===== src/rtl/tlws_pkg.sv =====
`default_nettype none
// ----------------------------------------------------------------------------
// tlws_pkg: shared types and constants for text line/word statistics
// Character codes, register indexes, reset values and the beat structures
// passed between the front end, the queues and the back end.
// ----------------------------------------------------------------------------
package tlws_pkg;

   localparam int COUNT_BITS_DEF  = 32;
   localparam int COLUMN_BITS_DEF = 16;
   localparam int QUEUE_DEPTH     = 2;

   localparam logic [7:0] CHAR_NL    = 8'h0A;
   localparam logic [7:0] CHAR_FF    = 8'h0C;
   localparam logic [7:0] CHAR_TAB   = 8'h09;
   localparam logic [7:0] CHAR_SPACE = 8'h20;

   localparam int CSR_INDEX_BITS = 3;
   localparam int CSR_DATA_BITS  = 16;

   localparam logic [CSR_INDEX_BITS-1:0] CSR_TAB_SIZE    = 3'd0;
   localparam logic [CSR_INDEX_BITS-1:0] CSR_CHECK_WIDTH = 3'd1;
   localparam logic [CSR_INDEX_BITS-1:0] CSR_FIND_CHAR   = 3'd2;
   localparam logic [CSR_INDEX_BITS-1:0] CSR_PRINT_START = 3'd3;
   localparam logic [CSR_INDEX_BITS-1:0] CSR_PRINT_EVERY = 3'd4;
   localparam logic [CSR_INDEX_BITS-1:0] CSR_REPORT_ALL  = 3'd5;

   localparam logic [7:0]  TAB_SIZE_RST    = 8'd8;
   localparam logic [15:0] CHECK_WIDTH_RST = 16'd0;
   localparam logic [8:0]  FIND_CHAR_RST   = 9'h1FF;
   localparam logic [15:0] PRINT_START_RST = 16'd0;
   localparam logic [15:0] PRINT_EVERY_RST = 16'd1;
   localparam logic        REPORT_ALL_RST  = 1'b1;

   typedef struct packed {
      logic [7:0]        tab_size;
      logic [15:0]       check_width;
      logic signed [8:0] find_char;
      logic [15:0]       print_start;
      logic [15:0]       print_every;
      logic              report_all;
   } cfg_type;

   typedef struct packed {
      logic        tab_wr;
      logic        start_wr;
      logic [15:0] start_val;
   } csr_evt_type;

   typedef struct packed {
      logic       is_end;
      logic [7:0] data;
      logic       line_end;
      logic       tab;
      logic       sep;
      logic       found;
   } fe_item_type;

   typedef struct packed {
      logic        echo;
      logic [7:0]  echo_byte;
      logic        char_found;
      logic        too_wide;
      logic [31:0] line_before;
      logic [15:0] line_width;
      logic        stopped;
      logic        totals_valid;
      logic [31:0] total_bytes;
      logic [31:0] total_lines;
      logic [15:0] widest_line;
      logic [31:0] total_words;
   } rsp_item_type;

endpackage
`default_nettype wire


===== src/rtl/tlws_fifo.sv =====
`default_nettype none
// ----------------------------------------------------------------------------
// tlws_fifo: small register queue
// Holds up to DEPTH beats; head beat is shown while empty is low.
// ----------------------------------------------------------------------------
module tlws_fifo
   import tlws_pkg::*;
#(
   parameter int WIDTH = 8,
   parameter int DEPTH = QUEUE_DEPTH
) (
   input  wire logic             clock,
   input  wire logic             reset,
   input  wire logic             push,
   input  wire logic [WIDTH-1:0] wr_data,
   output logic                  full,
   input  wire logic             pop,
   output logic [WIDTH-1:0]      rd_data,
   output logic                  empty
);

   localparam int PW = (DEPTH > 1) ? $clog2(DEPTH) : 1;
   localparam int CW = $clog2(DEPTH + 1);

   logic [WIDTH-1:0] mem_ff [DEPTH];
   logic [PW-1:0]    wr_ptr_ff, wr_ptr_in;
   logic [PW-1:0]    rd_ptr_ff, rd_ptr_in;
   logic [CW-1:0]    count_ff, count_in;
   logic             do_wr, do_rd;

   assign full    = (count_ff == CW'(DEPTH));
   assign empty   = (count_ff == '0);
   assign rd_data = mem_ff[rd_ptr_ff];
   assign do_wr   = push && !full;
   assign do_rd   = pop && !empty;

   always_comb begin
      wr_ptr_in = wr_ptr_ff;
      rd_ptr_in = rd_ptr_ff;
      count_in  = count_ff;
      if (do_wr) begin
         wr_ptr_in = (wr_ptr_ff == PW'(DEPTH - 1)) ? '0 : wr_ptr_ff + 1'b1;
      end
      if (do_rd) begin
         rd_ptr_in = (rd_ptr_ff == PW'(DEPTH - 1)) ? '0 : rd_ptr_ff + 1'b1;
      end
      if (do_wr && !do_rd) begin
         count_in = count_ff + 1'b1;
      end else if (do_rd && !do_wr) begin
         count_in = count_ff - 1'b1;
      end
   end

   always_ff @(posedge clock) begin
      if (reset) begin
         wr_ptr_ff <= '0;
         rd_ptr_ff <= '0;
         count_ff  <= '0;
      end else begin
         wr_ptr_ff <= wr_ptr_in;
         rd_ptr_ff <= rd_ptr_in;
         count_ff  <= count_in;
      end
   end

   always_ff @(posedge clock) begin
      if (do_wr) begin
         mem_ff[wr_ptr_ff] <= wr_data;
      end
   end

endmodule
`default_nettype wire


===== src/rtl/tlws_front.sv =====
`default_nettype none
// ----------------------------------------------------------------------------
// tlws_front: input stage and byte classifier
// Registers each accepted beat with its character class and find match.
// ----------------------------------------------------------------------------
module tlws_front
   import tlws_pkg::*;
(
   input  wire logic    clock,
   input  wire logic    reset,
   input  wire cfg_type cfg,
   input  wire logic    push,
   output logic         full,
   input  wire logic    op,
   input  wire logic [7:0] data,
   output logic         q_push,
   output fe_item_type  q_item,
   input  wire logic    q_full
);

   logic        valid_ff, valid_in;
   fe_item_type item_ff, item_in;
   logic        accept;

   assign full   = valid_ff && q_full;
   assign accept = push && !full;
   assign q_push = valid_ff && !q_full;
   assign q_item = item_ff;

   always_comb begin
      item_in.is_end   = op;
      item_in.data     = data;
      item_in.line_end = (data == CHAR_NL) || (data == CHAR_FF);
      item_in.tab      = (data == CHAR_TAB);
      item_in.sep      = (data == CHAR_SPACE) || (data == CHAR_TAB) || (data == CHAR_NL);
      item_in.found    = !cfg.find_char[8] && (data == cfg.find_char[7:0]);

      if (accept) begin
         valid_in = 1'b1;
      end else if (q_push) begin
         valid_in = 1'b0;
      end else begin
         valid_in = valid_ff;
      end
   end

   always_ff @(posedge clock) begin
      if (reset) begin
         valid_ff <= 1'b0;
      end else begin
         valid_ff <= valid_in;
      end
   end

   always_ff @(posedge clock) begin
      if (accept) begin
         item_ff <= item_in;
      end
   end

endmodule
`default_nettype wire


===== src/rtl/tlws_back.sv =====
`default_nettype none
// ----------------------------------------------------------------------------
// tlws_back: statistics engine
// Updates counts, column, tab phase and echo countdown for one beat per cycle
// with output room; stalls to recompute an unknown tab phase bit-serially.
// ----------------------------------------------------------------------------
module tlws_back
   import tlws_pkg::*;
#(
   parameter int COUNT_BITS  = COUNT_BITS_DEF,
   parameter int COLUMN_BITS = COLUMN_BITS_DEF
) (
   input  wire logic        clock,
   input  wire logic        reset,
   input  wire cfg_type     cfg,
   input  wire csr_evt_type csr_evt,
   input  wire logic        in_valid,
   input  wire fe_item_type in_item,
   output logic             in_pop,
   input  wire logic        out_full,
   output logic             out_push,
   output rsp_item_type     out_item
);

   localparam int NCW   = COLUMN_BITS + 1;
   localparam int CMPW  = (COLUMN_BITS > 16) ? COLUMN_BITS : 16;
   localparam int DIVCW = $clog2(COLUMN_BITS + 1);
   localparam logic [COUNT_BITS-1:0]  CNT_MAX = '1;
   localparam logic [COLUMN_BITS-1:0] COL_MAX = '1;

   typedef enum logic [1:0] {
      ST_RUN = 2'b01,
      ST_DIV = 2'b10
   } state_type;

   state_type               state_ff, state_in;
   logic [COUNT_BITS-1:0]   bytes_ff, bytes_in;
   logic [COUNT_BITS-1:0]   lines_ff, lines_in;
   logic [COUNT_BITS-1:0]   words_ff, words_in;
   logic [COLUMN_BITS-1:0]  column_ff, column_in;
   logic [COLUMN_BITS-1:0]  max_col_ff, max_col_in;
   logic                    prev_sep_ff, prev_sep_in;
   logic [15:0]             countdown_ff, countdown_in;
   logic                    halted_ff, halted_in;
   logic [7:0]              phase_ff, phase_in;
   logic                    phase_ok_ff, phase_ok_in;
   logic [7:0]              rem_ff, rem_in;
   logic [COLUMN_BITS-1:0]  dvd_ff, dvd_in;
   logic [DIVCW-1:0]        dcnt_ff, dcnt_in;

   logic                    fire;
   logic                    report;
   logic                    tab_big;
   logic [COUNT_BITS-1:0]   bytes_inc, lines_inc, words_inc;
   logic [COLUMN_BITS-1:0]  column_inc;
   logic [NCW-1:0]          next_stop;
   logic [15:0]             countdown_dec;
   logic [8:0]              div_trial;
   logic                    div_ge;

   assign fire     = (state_ff == ST_RUN) && phase_ok_ff && in_valid && !out_full;
   assign in_pop   = fire;
   assign out_push = fire;
   assign tab_big  = (cfg.tab_size > 8'd1);

   assign bytes_inc  = (bytes_ff == CNT_MAX) ? bytes_ff : bytes_ff + 1'b1;
   assign lines_inc  = (lines_ff == CNT_MAX) ? lines_ff : lines_ff + 1'b1;
   assign words_inc  = (words_ff == CNT_MAX) ? words_ff : words_ff + 1'b1;
   assign column_inc = (column_ff == COL_MAX) ? column_ff : column_ff + 1'b1;
   assign next_stop  = NCW'(column_ff) + NCW'(cfg.tab_size) - NCW'(phase_ff);
   assign countdown_dec = countdown_ff - 16'd1;

   assign div_trial = {rem_ff, dvd_ff[COLUMN_BITS-1]};
   assign div_ge    = (div_trial >= {1'b0, cfg.tab_size});

   always_comb begin
      state_in     = state_ff;
      bytes_in     = bytes_ff;
      lines_in     = lines_ff;
      words_in     = words_ff;
      column_in    = column_ff;
      max_col_in   = max_col_ff;
      prev_sep_in  = prev_sep_ff;
      countdown_in = countdown_ff;
      halted_in    = halted_ff;
      phase_in     = phase_ff;
      phase_ok_in  = phase_ok_ff;
      rem_in       = rem_ff;
      dvd_in       = dvd_ff;
      dcnt_in      = dcnt_ff;
      out_item     = '0;
      report       = 1'b0;

      unique case (state_ff)
         ST_RUN: begin
            if (!phase_ok_ff) begin
               state_in = ST_DIV;
               rem_in   = '0;
               dvd_in   = column_ff;
               dcnt_in  = DIVCW'(COLUMN_BITS);
            end
         end
         ST_DIV: begin
            rem_in  = div_ge ? 8'(div_trial - {1'b0, cfg.tab_size}) : div_trial[7:0];
            dvd_in  = dvd_ff << 1;
            dcnt_in = dcnt_ff - 1'b1;
            if (dcnt_ff == DIVCW'(1)) begin
               state_in    = ST_RUN;
               phase_in    = tab_big ? rem_in : 8'd0;
               phase_ok_in = 1'b1;
            end
         end
         default: begin
            state_in = ST_RUN;
         end
      endcase

      if (fire) begin
         out_item.line_before = 32'(lines_ff);
         if (in_item.is_end) begin
            out_item.totals_valid = cfg.report_all;
            if (cfg.report_all) begin
               out_item.total_bytes = 32'(bytes_ff);
               out_item.total_lines = 32'(lines_ff);
               out_item.widest_line = 16'(max_col_ff);
               out_item.total_words = 32'(words_ff);
            end
            bytes_in     = '0;
            lines_in     = '0;
            words_in     = '0;
            column_in    = '0;
            max_col_in   = '0;
            prev_sep_in  = 1'b0;
            halted_in    = 1'b0;
            countdown_in = cfg.print_start;
            phase_in     = '0;
            phase_ok_in  = 1'b1;
         end else if (halted_ff) begin
            out_item.echo_byte = in_item.data;
            out_item.stopped   = 1'b1;
         end else begin
            out_item.echo       = (countdown_ff == 16'd1);
            out_item.echo_byte  = in_item.data;
            out_item.char_found = in_item.found;
            report              = in_item.found;
            if (in_item.line_end) begin
               lines_in = lines_inc;
               words_in = words_inc;
               if (column_ff > max_col_ff) begin
                  max_col_in = column_ff;
               end
               out_item.line_width = 16'(column_ff);
               if ((cfg.check_width != 16'd0) &&
                   (CMPW'(column_ff) > CMPW'(cfg.check_width))) begin
                  out_item.too_wide = 1'b1;
                  report            = 1'b1;
               end
               column_in = '0;
               phase_in  = '0;
               if (countdown_ff != 16'd0) begin
                  countdown_in = (countdown_dec == 16'd0) ? cfg.print_every : countdown_dec;
               end
            end else begin
               if (in_item.sep && !prev_sep_ff) begin
                  words_in = words_inc;
               end
               if (in_item.tab && tab_big) begin
                  if (next_stop[COLUMN_BITS]) begin
                     column_in   = COL_MAX;
                     phase_ok_in = 1'b0;
                  end else begin
                     column_in = next_stop[COLUMN_BITS-1:0];
                     phase_in  = '0;
                  end
               end else begin
                  column_in = column_inc;
                  if (!tab_big) begin
                     phase_in = '0;
                  end else if (column_ff != COL_MAX) begin
                     phase_in = (phase_ff == cfg.tab_size - 8'd1) ? 8'd0 : phase_ff + 8'd1;
                  end
               end
            end
            prev_sep_in = in_item.sep;
            bytes_in    = bytes_inc;
            if (report && !cfg.report_all) begin
               halted_in = 1'b1;
            end
         end
      end

      if (csr_evt.start_wr) begin
         countdown_in = csr_evt.start_val;
      end
      if (csr_evt.tab_wr) begin
         state_in    = ST_RUN;
         phase_ok_in = 1'b0;
      end
   end

   always_ff @(posedge clock) begin
      if (reset) begin
         state_ff     <= ST_RUN;
         bytes_ff     <= '0;
         lines_ff     <= '0;
         words_ff     <= '0;
         column_ff    <= '0;
         max_col_ff   <= '0;
         prev_sep_ff  <= 1'b0;
         countdown_ff <= PRINT_START_RST;
         halted_ff    <= 1'b0;
         phase_ff     <= '0;
         phase_ok_ff  <= 1'b1;
         dcnt_ff      <= '0;
      end else begin
         state_ff     <= state_in;
         bytes_ff     <= bytes_in;
         lines_ff     <= lines_in;
         words_ff     <= words_in;
         column_ff    <= column_in;
         max_col_ff   <= max_col_in;
         prev_sep_ff  <= prev_sep_in;
         countdown_ff <= countdown_in;
         halted_ff    <= halted_in;
         phase_ff     <= phase_in;
         phase_ok_ff  <= phase_ok_in;
         dcnt_ff      <= dcnt_in;
      end
   end

   always_ff @(posedge clock) begin
      rem_ff <= rem_in;
      dvd_ff <= dvd_in;
   end

endmodule
`default_nettype wire


===== src/rtl/text_line_word_statistics.sv =====
`default_nettype none
// A result passes the front-end register, the middle queue and the output queue
// to the rsp ports. The back end's single state update takes one beat per cycle
// while the output queue has room and no recompute runs; a tab_size write, or a
// tab saturating the column, stalls it once for the bit-serial phase recompute.
// Reset (synchronous) clears counts and queues and loads the register defaults.
// ----------------------------------------------------------------------------
// text_line_word_statistics: byte, line and word statistics over a text stream
// Front end classifies beats, a short queue decouples it from the statistics
// engine, and an output queue holds results until popped.
// ----------------------------------------------------------------------------
module text_line_word_statistics
   import tlws_pkg::*;
#(
   parameter int COUNT_BITS  = COUNT_BITS_DEF,
   parameter int COLUMN_BITS = COLUMN_BITS_DEF
) (
   input  wire logic                      clock,
   input  wire logic                      reset,
   input  wire logic                      push,
   output logic                           full,
   input  wire logic                      req_op,
   input  wire logic [7:0]                req_data,
   output logic                           empty,
   input  wire logic                      pop,
   output logic                           rsp_echo,
   output logic [7:0]                     rsp_echo_byte,
   output logic                           rsp_char_found,
   output logic                           rsp_too_wide,
   output logic [31:0]                    rsp_line_before,
   output logic [15:0]                    rsp_line_width,
   output logic                           rsp_stopped,
   output logic                           rsp_totals_valid,
   output logic [31:0]                    rsp_total_bytes,
   output logic [31:0]                    rsp_total_lines,
   output logic [15:0]                    rsp_widest_line,
   output logic [31:0]                    rsp_total_words,
   input  wire logic                      csr_we,
   input  wire logic [CSR_INDEX_BITS-1:0] csr_index,
   input  wire logic [CSR_DATA_BITS-1:0]  csr_wdata
);

   localparam int FE_W  = $bits(fe_item_type);
   localparam int RSP_W = $bits(rsp_item_type);

   cfg_type      cfg_ff, cfg_in;
   csr_evt_type  csr_evt;
   logic         mid_push, mid_full, mid_empty, mid_pop;
   fe_item_type  mid_wr_item, mid_rd_item;
   logic [FE_W-1:0]  mid_rd_data;
   logic         out_push, out_full;
   rsp_item_type out_wr_item, rsp_q;
   logic [RSP_W-1:0] out_rd_data;

   always_comb begin
      cfg_in            = cfg_ff;
      csr_evt.tab_wr    = 1'b0;
      csr_evt.start_wr  = 1'b0;
      csr_evt.start_val = csr_wdata[15:0];
      if (csr_we) begin
         unique case (csr_index)
            CSR_TAB_SIZE: begin
               cfg_in.tab_size = csr_wdata[7:0];
               csr_evt.tab_wr  = 1'b1;
            end
            CSR_CHECK_WIDTH: cfg_in.check_width = csr_wdata[15:0];
            CSR_FIND_CHAR:   cfg_in.find_char   = csr_wdata[8:0];
            CSR_PRINT_START: begin
               cfg_in.print_start = csr_wdata[15:0];
               csr_evt.start_wr   = 1'b1;
            end
            CSR_PRINT_EVERY: cfg_in.print_every = csr_wdata[15:0];
            CSR_REPORT_ALL:  cfg_in.report_all  = csr_wdata[0];
            default: ;
         endcase
      end
   end

   always_ff @(posedge clock) begin
      if (reset) begin
         cfg_ff.tab_size    <= TAB_SIZE_RST;
         cfg_ff.check_width <= CHECK_WIDTH_RST;
         cfg_ff.find_char   <= FIND_CHAR_RST;
         cfg_ff.print_start <= PRINT_START_RST;
         cfg_ff.print_every <= PRINT_EVERY_RST;
         cfg_ff.report_all  <= REPORT_ALL_RST;
      end else begin
         cfg_ff <= cfg_in;
      end
   end

   tlws_front u_front (
      .clock  (clock),
      .reset  (reset),
      .cfg    (cfg_ff),
      .push   (push),
      .full   (full),
      .op     (req_op),
      .data   (req_data),
      .q_push (mid_push),
      .q_item (mid_wr_item),
      .q_full (mid_full)
   );

   tlws_fifo #(
      .WIDTH (FE_W),
      .DEPTH (QUEUE_DEPTH)
   ) u_mid_q (
      .clock   (clock),
      .reset   (reset),
      .push    (mid_push),
      .wr_data (mid_wr_item),
      .full    (mid_full),
      .pop     (mid_pop),
      .rd_data (mid_rd_data),
      .empty   (mid_empty)
   );

   assign mid_rd_item = fe_item_type'(mid_rd_data);

   tlws_back #(
      .COUNT_BITS  (COUNT_BITS),
      .COLUMN_BITS (COLUMN_BITS)
   ) u_back (
      .clock    (clock),
      .reset    (reset),
      .cfg      (cfg_ff),
      .csr_evt  (csr_evt),
      .in_valid (!mid_empty),
      .in_item  (mid_rd_item),
      .in_pop   (mid_pop),
      .out_full (out_full),
      .out_push (out_push),
      .out_item (out_wr_item)
   );

   tlws_fifo #(
      .WIDTH (RSP_W),
      .DEPTH (QUEUE_DEPTH)
   ) u_out_q (
      .clock   (clock),
      .reset   (reset),
      .push    (out_push),
      .wr_data (out_wr_item),
      .full    (out_full),
      .pop     (pop),
      .rd_data (out_rd_data),
      .empty   (empty)
   );

   assign rsp_q            = rsp_item_type'(out_rd_data);
   assign rsp_echo         = rsp_q.echo;
   assign rsp_echo_byte    = rsp_q.echo_byte;
   assign rsp_char_found   = rsp_q.char_found;
   assign rsp_too_wide     = rsp_q.too_wide;
   assign rsp_line_before  = rsp_q.line_before;
   assign rsp_line_width   = rsp_q.line_width;
   assign rsp_stopped      = rsp_q.stopped;
   assign rsp_totals_valid = rsp_q.totals_valid;
   assign rsp_total_bytes  = rsp_q.total_bytes;
   assign rsp_total_lines  = rsp_q.total_lines;
   assign rsp_widest_line  = rsp_q.widest_line;
   assign rsp_total_words  = rsp_q.total_words;

   a_empty_after_reset: assert property (@(posedge clock) reset |=> empty)
      else $error("result queue not empty after reset");

   a_mid_no_overflow: assert property (@(posedge clock) disable iff (reset)
      mid_push |-> !mid_full)
      else $error("front pushed into a full queue");

   a_out_no_overflow: assert property (@(posedge clock) disable iff (reset)
      out_push |-> (!out_full && !mid_empty))
      else $error("back end fired without input or output room");

   a_stop_vs_totals: assert property (@(posedge clock) disable iff (reset)
      !empty |-> !(rsp_stopped && rsp_totals_valid))
      else $error("result marks both stopped and totals");

endmodule
`default_nettype wire

===== config.mk =====
export PLATFORM = sky130hd
export DESIGN_NAME = text_line_word_statistics
export DESIGN_NICKNAME = d
export VERILOG_FILES = /design/src/rtl/tlws_pkg.sv /design/src/rtl/tlws_fifo.sv /design/src/rtl/tlws_front.sv /design/src/rtl/tlws_back.sv /design/src/rtl/text_line_word_statistics.sv
export SDC_FILE = /design/constraint.sdc
export NUM_CORES = 1
export LEC_CHECK = 0
export BUFFER_PORTS_ARGS = -buffer_cell sky130_fd_sc_hd__clkbuf_2
export CAP_MARGIN = 20
export CORE_MARGIN = 3
export CORE_UTILIZATION = 61
export CTS_CLUSTER_SIZE = 40
export DETAILED_ROUTE_END_ITERATION = 8
export PLACE_DENSITY = 0.84
export SKIP_LAST_GASP = 1
export SYNTH_ARGS = -nofsm -noshare
export SYNTH_HDL_FRONTEND = slang
export SYNTH_HIERARCHICAL = 1
export SYNTH_SLANG_ARGS = --single-unit

===== constraint.sdc =====
create_clock -name clock -period 8.25 [get_ports clock]
set_clock_uncertainty 0.05 [all_clocks]
set_input_delay 0.4125 -clock clock [delete_from_list [all_inputs] [get_ports clock]]
set_output_delay 0.4125 -clock clock [all_outputs]
set_load 0.005 [all_outputs]

==> reports/results.ini <==
[routing]
wl_per_cell_um = 20.27
drc = 0
ant_nets = 0
viasPerCell = 5.965
vias = 20703
drt_iter0_markers = 1861
wirelength_mm = 70.36
firstDrtPassIters = 6

[floorplan]
start_util = 0.6192
die_y_um = 229.2
dieArea_mm2 = 0.05251
ioPinCount = 208
rows = 81
core_area_mm2 = 0.04905
die_w_um = 229.2

[clock_tree]
cts_tree = done
htreeDepth = 3
cts_sinks = 648
clkSlewWorstSetupHoldPaths_ns = 0.06
cts_setup_buffers = 0
insertion_delay_ns = 0.61
numCtsBuffers = 68
cts_root_buf = clkbuf_16
clk_path_buf_depth = 3

[setup_path]
crit_fanout = 91
max_stage_delay_ns = 0.97
crit_slowest_cell = buf_4
path_cells = nor2_1 > inv_1 > nand2_1 > or3_1 > inv_6 > inv_1 > or3_1 > inv_6 > buf_4
worst_setup_path_start_kind = flip-flop
rrSetupSlack_ns = 4.00
arrival_ns = 4.41
path_buf_inv = 5
crit_type = flip-flop to flip-flop
crit_path_end_kind = flip-flop
cp.required_ns = 8.41
crit_family = buffers and inverters

[yosys]
synth_edf_count = 409
ys.flop_type = edfxtp_1
ys_seq_area_frac = 0.5618
ys_types = 109
ys_top_cells_by_area = edfxtp_1 (40%), dfxtp_1 (16%), mux2_2 (6.9%)
synth.avg_cell_area_um2 = 11.89
async_reset_ff_frac = 0
synth.yosys.warnings = 6
synth_area_mm2 = 0.03038
synth_top_area_frac = 0.4043
yosys.area.top_type = edfxtp_1
syn_inst = 2555
ys_ff_latch = 648
synth_fp_nets = 2676

[final_layout]
final_util = 0.6946
fill_cells = 3373
diodes = 0
drive_above_1_share = 0.2052
syn2layout_area_growth_pct = 12.18
final_area_mm2 = 0.03407
fin_nets = 2872

[power_and_ir_drop]
power_w = 0.01129
peakVddDrop_mv = 0.2341
power-per-cell-area_mw_per_mm2 = 331.4
p_leak_nw = 12.70

[grt]
grt_pass1_vias = 20722
grt_max_degree = 115
grt_usage = 0.2660
grt_pass1_wl_mm = 112.9
grtUsageMet2 = 0.4484
grt_busiest_layer = met2
grt_overflow = 0
use_met3 = 0.04017
gr-usage-met1 = 0.3538
antenna_found_initial = 0

[sta]
rsz0062_at_grt = no
finalMaxSlewViolations = 0
whs_ns = 0.03335
tns_ns = 0
hold_viol_final = 0
setup_viol = 0
period_minus_slack_ns = 4.250
worst_pin_slew_ns = 1.142
fmax_ghz = 0.2353
fin_crit_sh = 0.5152
slew-limit-headroom = 0.2372

[min_path]
hp-class = input pin to flip-flop

[place]
hpwl_mm = 47.00
gp_congestion = 0.9406
io_buffer_count = 207
placed_cell_area_mm2 = 0.03176

[job]
drv_cap = 0

[status]
status = completed

==> cells in the final DEF, fill, tap and decap left out, types with 71 or more instances in the layout <==
cell type and n:
dfxtp_1 238, nand2b_1 80, clkbuf_2 206, a21oi_1 83
nand2_1 130, ha_1 79, inv_1 104, mux2_2 187
edfxtp_1 409, mux2i_1 74, and2_1 153, nor2_1 201
o21ai_0 81, clkbuf_16 71
==> flip-flops by register name (all words and copies together), names as in the netlist, 2 cells and up, named ones only <==
name and flops:
u_back/column_ff 16, u_back/lines_ff 32, u_back/dcnt_ff 5, u_back/rem_ff 8, u_mid_q/mem_ff 26, u_out_q/mem_ff 346, u_back/phase_ff 8, u_back/words_ff 32
u_back/bytes_ff 32, u_out_q/count_ff 2, u_back/state_ff 2, cfg_ff 66, u_mid_q/count_ff 2, u_back/countdown_ff 16, u_front/q_item 13, u_back/dvd_ff 16
u_back/max_col_ff 16
==> worst paths after layout <==
check	end	cells past startpoint	startpoint
hold / removal	u_back/countdown_ff[2]$_SDFFE_PP0P_	3	csr_wdata[2]
setup / recovery	u_out_q/mem_ff[0][84]$_DFFE_PP_	9	u_mid_q/count_ff[0]$_SDFFE_PP0P_
setup reg to reg	u_out_q/mem_ff[0][84]$_DFFE_PP_	9	u_mid_q/count_ff[0]$_SDFFE_PP0P_
hold reg to reg	u_back/countdown_ff[7]$_SDFFE_PP0P_	2	cfg_ff[8]$_SDFFE_PP0P_
==> cells by family (layout without fill, tap and decap cells) <==
family                   after synthesis  count (layout)  share of synthesized area
adder cells (fa/ha/maj)               88              88                    0.03847
AO/OA/AOI/OAI                        325             325                    0.07192
buffers and inverters                216             468                    0.03415
multiplexers                         262             262                    0.09416
XOR/XNOR                             130             130                    0.03748
flip-flops                           648             648                     0.5618
AND/OR/NAND/NOR                      886             886                     0.1620
==> synth_stat cells, drive strengths merged (31+ instances only) <==
master,number
nand3,56
dfxtp,239
ha,79
nand2b,81
or3,41
nor2,204
nand2,131
mux2i,75
inv,107
mux2,187
nand4,31
clkbuf,59
a21oi,85
o21ai,86
buf,49
edfxtp,409
nor3,37
and3,47
xnor2,67
and2,155
xor2,63
==> what timing repair did <==
action	in CTS	in global routing
resized for setup	0	0
hold buffers	9	0
hold endpoints to repair	9	0
==> per-layer routing <==
metal	up-vias	part of all wire
li1	9604	-
met1	10095	0.41
met2	855	0.49
met3	149	0.064
met4	0	0.029
met5	-	0
==> where the power goes <==
group / internal, W / leakage (nW) / switching, W / total [W]
clock: 0.00178 / 1.08 / 0.00123 / 0.00301
combinational: 0.00156 / 5.93 / 0.00222 / 0.00378
sequential: 0.00420 / 5.69 / 0.000306 / 0.00450
total: 0.00753 / 12.7 / 0.00376 / 0.0113
==> final cells by class <==
type / instances / area (um2) / share of cell area
Sequential cell: 648 / 17070 / 0.5010
Tap cell: 664 / 830.8 / 0.02438
Clock buffer: 100 / 1956 / 0.05739
Clock inverter: 26 / 255.2 / 0.007491
Multi-Input combinational cell: 1691 / 12280 / 0.3604
Inverter: 107 / 411.6 / 0.01208
Timing Repair Buffer: 235 / 1271 / 0.03731
==> tightest hold or removal path: stages <==
cell      delay, ns
clkbuf_2       0.12
a221oi_1       0.08
nand2_1        0.05
==> metrics by stage <==
step	std cells	worst slack (ns)
6_report	3471	4.000
2_1_floorplan	2555	2.074
3_3_place_gp	3333	4.122
5_1_grt	3471	3.746
3_5_place_dp	3334	4.016
4_1_cts	3469	3.989
(Power assumes the default switching activity.)
